**src/rtl/shbi_pkg.sv**
```systemverilog
`timescale 1ns / 1ps

package shbi_pkg;

   localparam int HASH_W         = 64;
   localparam int HALF_W         = 32;
   localparam int BYTE_W         = 8;
   localparam int ALG_W          = 2;
   localparam int MAX_TABLE_SIZE = 65536;
   localparam int SIZE_W         = $clog2(MAX_TABLE_SIZE + 1);
   localparam int REM_W          = $clog2(MAX_TABLE_SIZE);
   localparam int TRIAL_W        = SIZE_W + 1;
   localparam int INDEX_W        = 16;
   localparam int BITS_PER_STEP  = 4;
   localparam int DIV_STEPS      = HASH_W / BITS_PER_STEP;
   localparam int STEP_W         = $clog2(DIV_STEPS);
   localparam int QUEUE_DEPTH    = 4;
   localparam int QPTR_W         = $clog2(QUEUE_DEPTH);
   localparam int QCNT_W         = $clog2(QUEUE_DEPTH + 1);
   localparam int CSR_ADDR_W     = 3;
   localparam int CSR_DATA_W     = 32;

   localparam logic [ALG_W-1:0] ALG_SHIFT_XOR = 2'd0;
   localparam logic [ALG_W-1:0] ALG_DJB2      = 2'd1;
   localparam logic [ALG_W-1:0] ALG_SDBM      = 2'd2;
   localparam logic [ALG_W-1:0] ALG_FNV1A     = 2'd3;
   localparam logic [ALG_W-1:0] ALG_RESET     = ALG_DJB2;

   localparam logic REG_ALGORITHM_SELECT = 1'b0;
   localparam logic REG_TABLE_SIZE       = 1'b1;

   localparam logic [SIZE_W-1:0] TABLE_SIZE_RESET = SIZE_W'(256);

   localparam logic [HASH_W-1:0] SEED_DJB2  = 64'd5381;
   localparam logic [HALF_W-1:0] FNV_OFFSET = 32'd2166136261;
   localparam logic [HALF_W-1:0] FNV_PRIME  = 32'd16777619;

   typedef struct packed {
      logic [ALG_W-1:0]  alg;
      logic [SIZE_W-1:0] size;
   } cfg_type;

   typedef struct packed {
      logic             reseed;
      logic [ALG_W-1:0] alg;
   } reseed_type;

   typedef struct packed {
      logic [HASH_W-1:0] hash;
      logic [SIZE_W-1:0] size;
   } key_entry_type;

   function automatic logic [HASH_W-1:0] seed_of(input logic [ALG_W-1:0] alg);
      logic [HASH_W-1:0] s;
      case (alg)
         ALG_DJB2: s = SEED_DJB2;
         ALG_FNV1A: s = HASH_W'(FNV_OFFSET);
         default: s = '0;
      endcase
      return s;
   endfunction

   function automatic logic [HASH_W-1:0] mix_byte(input logic [ALG_W-1:0] alg,
                                                   input logic [HASH_W-1:0] h,
                                                   input logic [BYTE_W-1:0] b);
      logic [HASH_W-1:0] c;
      logic [HALF_W-1:0] h32;
      logic [HALF_W-1:0] c32;
      logic [HALF_W-1:0] t32;
      logic [HASH_W-1:0] r;
      c   = {{(HASH_W - BYTE_W){b[BYTE_W-1]}}, b};
      h32 = h[HALF_W-1:0];
      c32 = c[HALF_W-1:0];
      case (alg)
         ALG_SHIFT_XOR: begin
            t32 = (h32 << 5) + (h32 >> 2) + c32;
            r   = HASH_W'(h32 ^ t32);
         end
         ALG_DJB2: begin
            t32 = '0;
            r   = (h << 5) + h + c;
         end
         ALG_SDBM: begin
            t32 = '0;
            r   = c + (h << 6) + (h << 16) - h;
         end
         default: begin
            t32 = (h32 ^ c32) * FNV_PRIME;
            r   = HASH_W'(t32);
         end
      endcase
      return r;
   endfunction

   function automatic logic [SIZE_W-1:0] effective_size(input logic [SIZE_W-1:0] size);
      logic [SIZE_W-1:0] s;
      if (size == '0) begin
         s = SIZE_W'(1);
      end else if (size > SIZE_W'(MAX_TABLE_SIZE)) begin
         s = SIZE_W'(MAX_TABLE_SIZE);
      end else begin
         s = size;
      end
      return s;
   endfunction

   function automatic logic [HASH_W-1:0] final_hash(input logic [ALG_W-1:0] alg,
                                                     input logic [HASH_W-1:0] h);
      logic [HASH_W-1:0] r;
      if (alg == ALG_SHIFT_XOR || alg == ALG_FNV1A) begin
         r = HASH_W'(h[HALF_W-1:0]);
      end else begin
         r = h;
      end
      return r;
   endfunction

endpackage

```
**src/rtl/shbi_front.sv**
```systemverilog
`timescale 1ns / 1ps

module shbi_front import shbi_pkg::*; (
   input  logic                clock,
   input  logic                reset,
   input  logic                req_valid,
   output logic                req_ready,
   input  logic [BYTE_W-1:0]   req_key_byte,
   input  cfg_type             cfg,
   input  reseed_type          reseed,
   input  logic                queue_full,
   output logic                push_valid,
   output key_entry_type       push_entry
);

   logic [HASH_W-1:0] hash_ff;
   logic [HASH_W-1:0] hash_in;
   logic              accept;

   assign req_ready = !queue_full;
   assign accept    = req_valid && !queue_full;

   always_comb begin
      hash_in         = hash_ff;
      push_valid      = 1'b0;
      push_entry.hash = final_hash(cfg.alg, hash_ff);
      push_entry.size = effective_size(cfg.size);
      if (reseed.reseed) begin
         hash_in = seed_of(reseed.alg);
      end else if (accept) begin
         if (req_key_byte != '0) begin
            hash_in = mix_byte(cfg.alg, hash_ff, req_key_byte);
         end else begin
            // key end: hand the finished hash to the back end and reseed
            push_valid = 1'b1;
            hash_in    = seed_of(cfg.alg);
         end
      end
   end

   always_ff @(posedge clock) begin
      if (reset) begin
         hash_ff <= seed_of(ALG_RESET);
      end else begin
         hash_ff <= hash_in;
      end
   end

endmodule

```
**src/rtl/shbi_queue.sv**
```systemverilog
`timescale 1ns / 1ps

module shbi_queue import shbi_pkg::*; (
   input  logic          clock,
   input  logic          reset,
   input  logic          push,
   input  key_entry_type push_entry,
   input  logic          pop,
   output key_entry_type head_entry,
   output logic          empty,
   output logic          full
);

   key_entry_type     entries_ff [QUEUE_DEPTH];
   logic [QPTR_W-1:0] head_ff;
   logic [QPTR_W-1:0] head_in;
   logic [QPTR_W-1:0] tail_ff;
   logic [QPTR_W-1:0] tail_in;
   logic [QCNT_W-1:0] count_ff;
   logic [QCNT_W-1:0] count_in;
   logic              do_push;
   logic              do_pop;

   assign empty      = (count_ff == '0);
   assign full       = (count_ff == QCNT_W'(QUEUE_DEPTH));
   assign head_entry = entries_ff[head_ff];
   assign do_push    = push && !full;
   assign do_pop     = pop && !empty;

   always_comb begin
      head_in  = do_pop ? QPTR_W'(head_ff + 1'b1) : head_ff;
      tail_in  = do_push ? QPTR_W'(tail_ff + 1'b1) : tail_ff;
      count_in = count_ff;
      if (do_push && !do_pop) begin
         count_in = QCNT_W'(count_ff + 1'b1);
      end else if (do_pop && !do_push) begin
         count_in = QCNT_W'(count_ff - 1'b1);
      end
   end

   always_ff @(posedge clock) begin
      if (reset) begin
         head_ff  <= '0;
         tail_ff  <= '0;
         count_ff <= '0;
      end else begin
         head_ff  <= head_in;
         tail_ff  <= tail_in;
         count_ff <= count_in;
      end
   end

   always_ff @(posedge clock) begin
      if (do_push) begin
         entries_ff[tail_ff] <= push_entry;
      end
   end

endmodule

```
**src/rtl/shbi_divider.sv**
```systemverilog
`timescale 1ns / 1ps

module shbi_divider import shbi_pkg::*; (
   input  logic                clock,
   input  logic                reset,
   input  logic                queue_empty,
   input  key_entry_type       head_entry,
   output logic                pop,
   output logic                rsp_valid,
   input  logic                rsp_ready,
   output logic [INDEX_W-1:0]  rsp_bucket_index
);

   localparam logic [1:0] ST_IDLE = 2'd0;
   localparam logic [1:0] ST_RUN  = 2'd1;
   localparam logic [1:0] ST_DONE = 2'd2;

   logic [1:0]         state_ff;
   logic [1:0]         state_in;
   logic [HASH_W-1:0]  dividend_ff;
   logic [HASH_W-1:0]  dividend_in;
   logic [SIZE_W-1:0]  divisor_ff;
   logic [SIZE_W-1:0]  divisor_in;
   logic [REM_W-1:0]   rem_ff;
   logic [REM_W-1:0]   rem_in;
   logic [STEP_W-1:0]  step_ff;
   logic [STEP_W-1:0]  step_in;
   logic               rsp_valid_ff;
   logic               rsp_valid_in;
   logic [INDEX_W-1:0] rsp_index_ff;
   logic [INDEX_W-1:0] rsp_index_in;
   logic [REM_W-1:0]   rem_step;
   logic [HASH_W-1:0]  dividend_step;
   logic [TRIAL_W-1:0] trial;

   assign rsp_valid        = rsp_valid_ff;
   assign rsp_bucket_index = rsp_index_ff;

   // restoring division, several quotient bits per cycle
   always_comb begin
      rem_step      = rem_ff;
      dividend_step = dividend_ff;
      trial         = '0;
      for (int k = 0; k < BITS_PER_STEP; k++) begin
         trial         = TRIAL_W'({rem_step, dividend_step[HASH_W-1]});
         dividend_step = dividend_step << 1;
         if (trial >= TRIAL_W'(divisor_ff)) begin
            rem_step = REM_W'(trial - TRIAL_W'(divisor_ff));
         end else begin
            rem_step = REM_W'(trial);
         end
      end
   end

   always_comb begin
      state_in     = state_ff;
      dividend_in  = dividend_ff;
      divisor_in   = divisor_ff;
      rem_in       = rem_ff;
      step_in      = step_ff;
      pop          = 1'b0;
      rsp_valid_in = rsp_valid_ff && !rsp_ready;
      rsp_index_in = rsp_index_ff;
      case (state_ff)
         ST_IDLE: begin
            if (!queue_empty) begin
               pop         = 1'b1;
               dividend_in = head_entry.hash;
               divisor_in  = head_entry.size;
               rem_in      = '0;
               step_in     = '0;
               state_in    = ST_RUN;
            end
         end
         ST_RUN: begin
            dividend_in = dividend_step;
            rem_in      = rem_step;
            step_in     = STEP_W'(step_ff + 1'b1);
            if (step_ff == STEP_W'(DIV_STEPS - 1)) begin
               state_in = ST_DONE;
            end
         end
         ST_DONE: begin
            if (!rsp_valid_ff || rsp_ready) begin
               rsp_valid_in = 1'b1;
               rsp_index_in = INDEX_W'(rem_ff);
               state_in     = ST_IDLE;
            end
         end
         default: begin
            state_in = ST_IDLE;
         end
      endcase
   end

   always_ff @(posedge clock) begin
      if (reset) begin
         state_ff     <= ST_IDLE;
         rsp_valid_ff <= 1'b0;
      end else begin
         state_ff     <= state_in;
         rsp_valid_ff <= rsp_valid_in;
      end
   end

   always_ff @(posedge clock) begin
      dividend_ff  <= dividend_in;
      divisor_ff   <= divisor_in;
      rem_ff       <= rem_in;
      step_ff      <= step_in;
      rsp_index_ff <= rsp_index_in;
   end

endmodule

```
**src/rtl/string_hash_bucket_index.sv**
```systemverilog
`timescale 1ns / 1ps

// Hashes a key streamed one byte per transfer and returns its bucket index. Bytes are accepted
// one per cycle while req_ready is high and mixed into the running hash (shift-xor, djb2, sdbm
// or FNV-1a, chosen by algorithm_select); a zero byte ends the key, produces no hash step, and
// queues the final hash together with the table size for the back end, then reseeds. The back
// end computes the hash modulo the table size in a divider that retires 4 bits per cycle; each
// key is loaded, runs 16 divide steps and is registered before its result transfer is offered.
// A four-entry queue separates the two halves: bytes keep flowing until four finished keys
// wait, and req_ready drops only then. Writing algorithm_select reseeds the hash and drops a
// partial key; table_size applies at the next key end, with zero read as one and values above
// 65536 clamped. Registers sit at byte address 0 (algorithm_select) and 4 (table_size).

module string_hash_bucket_index import shbi_pkg::*; (
   input  logic                  clock,
   input  logic                  reset,
   input  logic                  req_valid,
   output logic                  req_ready,
   input  logic [BYTE_W-1:0]     req_key_byte,
   output logic                  rsp_valid,
   input  logic                  rsp_ready,
   output logic [INDEX_W-1:0]    rsp_bucket_index,
   input  logic                  psel,
   input  logic                  penable,
   input  logic                  pwrite,
   input  logic [CSR_ADDR_W-1:0] paddr,
   input  logic [CSR_DATA_W-1:0] pwdata,
   output logic [CSR_DATA_W-1:0] prdata,
   output logic                  pready
);

   logic [ALG_W-1:0]  alg_ff;
   logic [ALG_W-1:0]  alg_in;
   logic [SIZE_W-1:0] table_size_ff;
   logic [SIZE_W-1:0] table_size_in;
   logic              csr_write;
   logic              csr_index;
   cfg_type           cfg;
   reseed_type        reseed;
   logic              push_valid;
   key_entry_type     push_entry;
   key_entry_type     head_entry;
   logic              queue_empty;
   logic              queue_full;
   logic              pop;

   assign pready    = 1'b1;
   assign csr_write = psel && penable && pwrite;
   assign csr_index = paddr[2];

   always_comb begin
      alg_in        = alg_ff;
      table_size_in = table_size_ff;
      reseed.reseed = 1'b0;
      reseed.alg    = pwdata[ALG_W-1:0];
      if (csr_write) begin
         case (csr_index)
            REG_ALGORITHM_SELECT: begin
               alg_in        = pwdata[ALG_W-1:0];
               reseed.reseed = 1'b1;
            end
            REG_TABLE_SIZE: begin
               table_size_in = pwdata[SIZE_W-1:0];
            end
            default: begin
            end
         endcase
      end
   end

   always_comb begin
      case (csr_index)
         REG_ALGORITHM_SELECT: prdata = CSR_DATA_W'(alg_ff);
         REG_TABLE_SIZE: prdata = CSR_DATA_W'(table_size_ff);
         default: prdata = '0;
      endcase
   end

   always_ff @(posedge clock) begin
      if (reset) begin
         alg_ff        <= ALG_RESET;
         table_size_ff <= TABLE_SIZE_RESET;
      end else begin
         alg_ff        <= alg_in;
         table_size_ff <= table_size_in;
      end
   end

   assign cfg.alg  = alg_ff;
   assign cfg.size = table_size_ff;

   shbi_front u_front (
      .clock        (clock),
      .reset        (reset),
      .req_valid    (req_valid),
      .req_ready    (req_ready),
      .req_key_byte (req_key_byte),
      .cfg          (cfg),
      .reseed       (reseed),
      .queue_full   (queue_full),
      .push_valid   (push_valid),
      .push_entry   (push_entry)
   );

   shbi_queue u_queue (
      .clock      (clock),
      .reset      (reset),
      .push       (push_valid),
      .push_entry (push_entry),
      .pop        (pop),
      .head_entry (head_entry),
      .empty      (queue_empty),
      .full       (queue_full)
   );

   shbi_divider u_divider (
      .clock            (clock),
      .reset            (reset),
      .queue_empty      (queue_empty),
      .head_entry       (head_entry),
      .pop              (pop),
      .rsp_valid        (rsp_valid),
      .rsp_ready        (rsp_ready),
      .rsp_bucket_index (rsp_bucket_index)
   );

endmodule

```
**config.mk**
```make
export PLATFORM = sky130hd
export DESIGN_NAME = string_hash_bucket_index
export DESIGN_NICKNAME = d
export VERILOG_FILES = /design/src/rtl/shbi_pkg.sv /design/src/rtl/shbi_front.sv /design/src/rtl/shbi_queue.sv /design/src/rtl/shbi_divider.sv /design/src/rtl/string_hash_bucket_index.sv
export SDC_FILE = /design/constraint.sdc
export NUM_CORES = 2
export LEC_CHECK = 0
export BUFFER_PORTS_ARGS = -buffer_cell sky130_fd_sc_hd__buf_4
export CAP_MARGIN = 10
export CORE_MARGIN = 10
export CORE_UTILIZATION = 58
export CTS_CLUSTER_DIAMETER = 30
export DETAILED_ROUTE_END_ITERATION = 16
export PLACE_DENSITY_LB_ADDON = 0.3
export SYNTH_ARGS = -nofsm -noshare
export SYNTH_HDL_FRONTEND = slang
export SYNTH_SLANG_ARGS = --single-unit
```
**constraint.sdc**
```tcl
create_clock -name clock -period 30.4 [get_ports clock]
set_input_delay 1.52 -clock clock [delete_from_list [all_inputs] [get_ports clock]]
set_output_delay 1.52 -clock clock [all_outputs]
set_load 0.03 [all_outputs]
```
==> results.ini <==
[outcome]
status = complete, no violations

[place]
globalplace.congestion = 0.939
pre_cts_slack_ns = 18.30
numPortBuffers = 67
placed_cell_area_um2 = 46100
dp_hpwl_um = 82500

[floorplan]
start_util_pct = 58.6
die_h_um = 297
die_w_um = 297
die_area_um2 = 88300
fp-row-count = 101
core-area_um2 = 76100
io_pins = 101

[global_routing]
track_usage_pct = 24.9
grt-ovfl-total = 0
grt_pass1_wl_um = 178000
grt_max_degree = 85
grt_pass1_vias = 32500
antenna_found_initial = 1

[synthesis]
synth_edf_count = 441
synth.distinct_cells = 95
syn_avg_cell_area_um2 = 10.4
yosys_most_used_dff = edfxtp_1
syn_area_um2 = 44500
ys_seq_elements = 536
synthCells = 4284
ys_seq_area_share_pct = 34.0
ys_warn_count = 0
async_flop_share_pct = 0

[flow_run]
maxCapViolations = 0

[worst_setup_path]
crit_start = u_divider.divisor_ff[1]$_DFFE_PP_
crit_fanout = 19
cpMaxStageDelayCell = nor2b_1
worstSetupPathType = register to register
rr_startpoint = u_divider.divisor_ff[1]$_DFFE_PP_
cp-start-kind = register
crit_arrival_ns = 12.63
path_buf_inv = 3
slowest_delay_ns = 0.69
end_kind = register
cp.required_ns = 30.69
cp_top_family = compound AO/OA/AOI/OAI gates

[timing]
rsz0062_at_grt = no
period_needed_ns = 12.34
fin_ws_ns = 18.06
hold_ws_ns = 0.484
slew_violations = 0
hold_viol = 0
tns_ns = 0
timing.fmax_mhz = 81.1
relSlewSlack_pct = 28.2
skew_ns = 0.0450
worst_slew_pin_slew_ns = 1.08
period_share_pct = 40.6
setup_viol_count_final = 0

[cts]
cts_tree = built
cts_max_path_buffers = 3
cts_num_sinks = 536
cts-resized-gates = 0
htreeDepth = 3
clk_latency_ns = 0.65
cts_setup_buffers = 0
root_buffer = clkbuf_16
hold_buffers = 0
clk_transition_reported_paths_ns = 0.06
cts_made_buffers = 82

[routing]
drt-initial-drc-count = 2607
routed_wl_um = 111000
vias = 32200
drc_errors = 0
wire_per_inst_um = 20.5
antenna_left = 0
drt-pass1-iter-count = 8
drt-vias-per-instance = 5.92

[worst_hold_path]
holdCritPathClass = register to register
hp-start = u_divider.rem_ff[9]$_SDFFCE_PN0P_

[cells_and_area]
layout.filler_cells = 5940
antenna_cells = 0
drive_gt1_share_pct = 9.24
nNetsFinal = 5131
layout_commonest_cell = inv_1
mostFrequentLayoutCells = inv_1, ha_1, edfxtp_1
fin_area_um2 = 49000
area_growth_pct = 9.99

[sequential cells by signal, summed over array words and instances, names as in the netlist, named ones only]
name / flops
u_divider.rem_ff: 16
u_divider.rsp_valid: 1
u_queue.entries_ff: 324
u_queue.tail_ff: 2
u_divider.step_ff: 4
u_front.hash_ff: 64
u_queue.head_ff: 2
u_divider.state_ff: 2
u_divider.divisor_ff: 17
alg_ff: 2
u_divider.dividend_ff: 64
table_size_ff: 17
u_queue.count_ff: 3
u_divider.rsp_bucket_index: 16
[logic make-up after synthesis]
logic type | synth area share [%]
other cells | 0.0169
xor+xnor | 5.19
buf+inv | 6.07
compound gates | 13.7
simple gates | 10.5
fa+ha+maj | 25.5
mux | 5.09
flops | 34.0
[cell type report]
type	count	area, um2	share of cell area (%)
Clock buffer	91	2100	4.28
Clock inverter	62	812	1.66
Inverter	548	2060	4.20
Multi-Input combinational cell	3062	26800	54.7
Sequential cell	536	15200	30.9
Tap cell	1030	1290	2.63
Timing Repair Buffer	106	800	1.63
[cell usage after synthesis (11+ instances only)]
cell type | n | share of area (%)
a31oi_1 | 36 | 0.51
inv_1 | 547 | 4.6
a21oi_1 | 267 | 3.0
o31ai_1 | 18 | 0.30
clkbuf_1 | 112 | 0.94
nand2_1 | 427 | 3.6
buf_1 | 12 | 0.10
a22oi_1 | 21 | 0.35
xnor2_1 | 168 | 3.3
a221oi_1 | 30 | 0.59
a211oi_1 | 25 | 0.42
fa_1 | 269 | 12
dfxtp_1 | 95 | 4.3
nor2b_1 | 48 | 0.67
ha_1 | 476 | 13
nor4_1 | 15 | 0.21
mux2_2 | 27 | 0.68
nand2b_1 | 40 | 0.56
a222oi_1 | 13 | 0.29
nand4_1 | 38 | 0.53
mux2i_1 | 11 | 0.25
o21ai_1 | 23 | 0.26
a21o_1 | 125 | 2.1
nor2_1 | 191 | 1.6
o21ai_0 | 139 | 1.6
and2_1 | 72 | 1.0
nand3_1 | 43 | 0.48
o211ai_1 | 17 | 0.29
or3_1 | 20 | 0.28
a221o_1 | 13 | 0.29
buf_4 | 17 | 0.29
o21a_1 | 33 | 0.56
o21bai_1 | 36 | 0.61
mux4_2 | 81 | 4.1
xor2_1 | 96 | 1.9
edfxtp_1 | 441 | 30
nor3_1 | 46 | 0.52
and3_1 | 30 | 0.42
buf_2 | 11 | 0.12
[layer usage]
metal	vias to the layer above	track usage [%]	routed length, um
met1	15600	33.7	48200
met2	1124	41.4	52700
met5	-	0	7
met3	194	2.99	7440
met4	2	7.94	3100
li1	15200	-	-
[metrics by stage]
step / utilization (%) / std cells
floorplan: - / 4298
global placement: 60.6 / 5282
detailed placement: 60.6 / 5282
CTS: 64.4 / 5435
global route: 64.4 / 5435
finish: 64.4 / 5435
[final timing paths]
| path | end | cells past startpoint | slack [ns] |
|---|---|---|---|
| max | u_divider.rem_ff[9]$_SDFFCE_PN0P_ | 47 | 18.06 |
| min | u_divider.rsp_bucket_index[9]$_DFFE_PP_ | 0 | 0.48 |
| max reg2reg | u_divider.rem_ff[9]$_SDFFCE_PN0P_ | 47 | 18.06 |
| min reg2reg | u_divider.rsp_bucket_index[9]$_DFFE_PP_ | 0 | 0.48 |
Power is not shown: default switching activity piles up to over one toggle a cycle in this logic, so the estimate is an artifact.
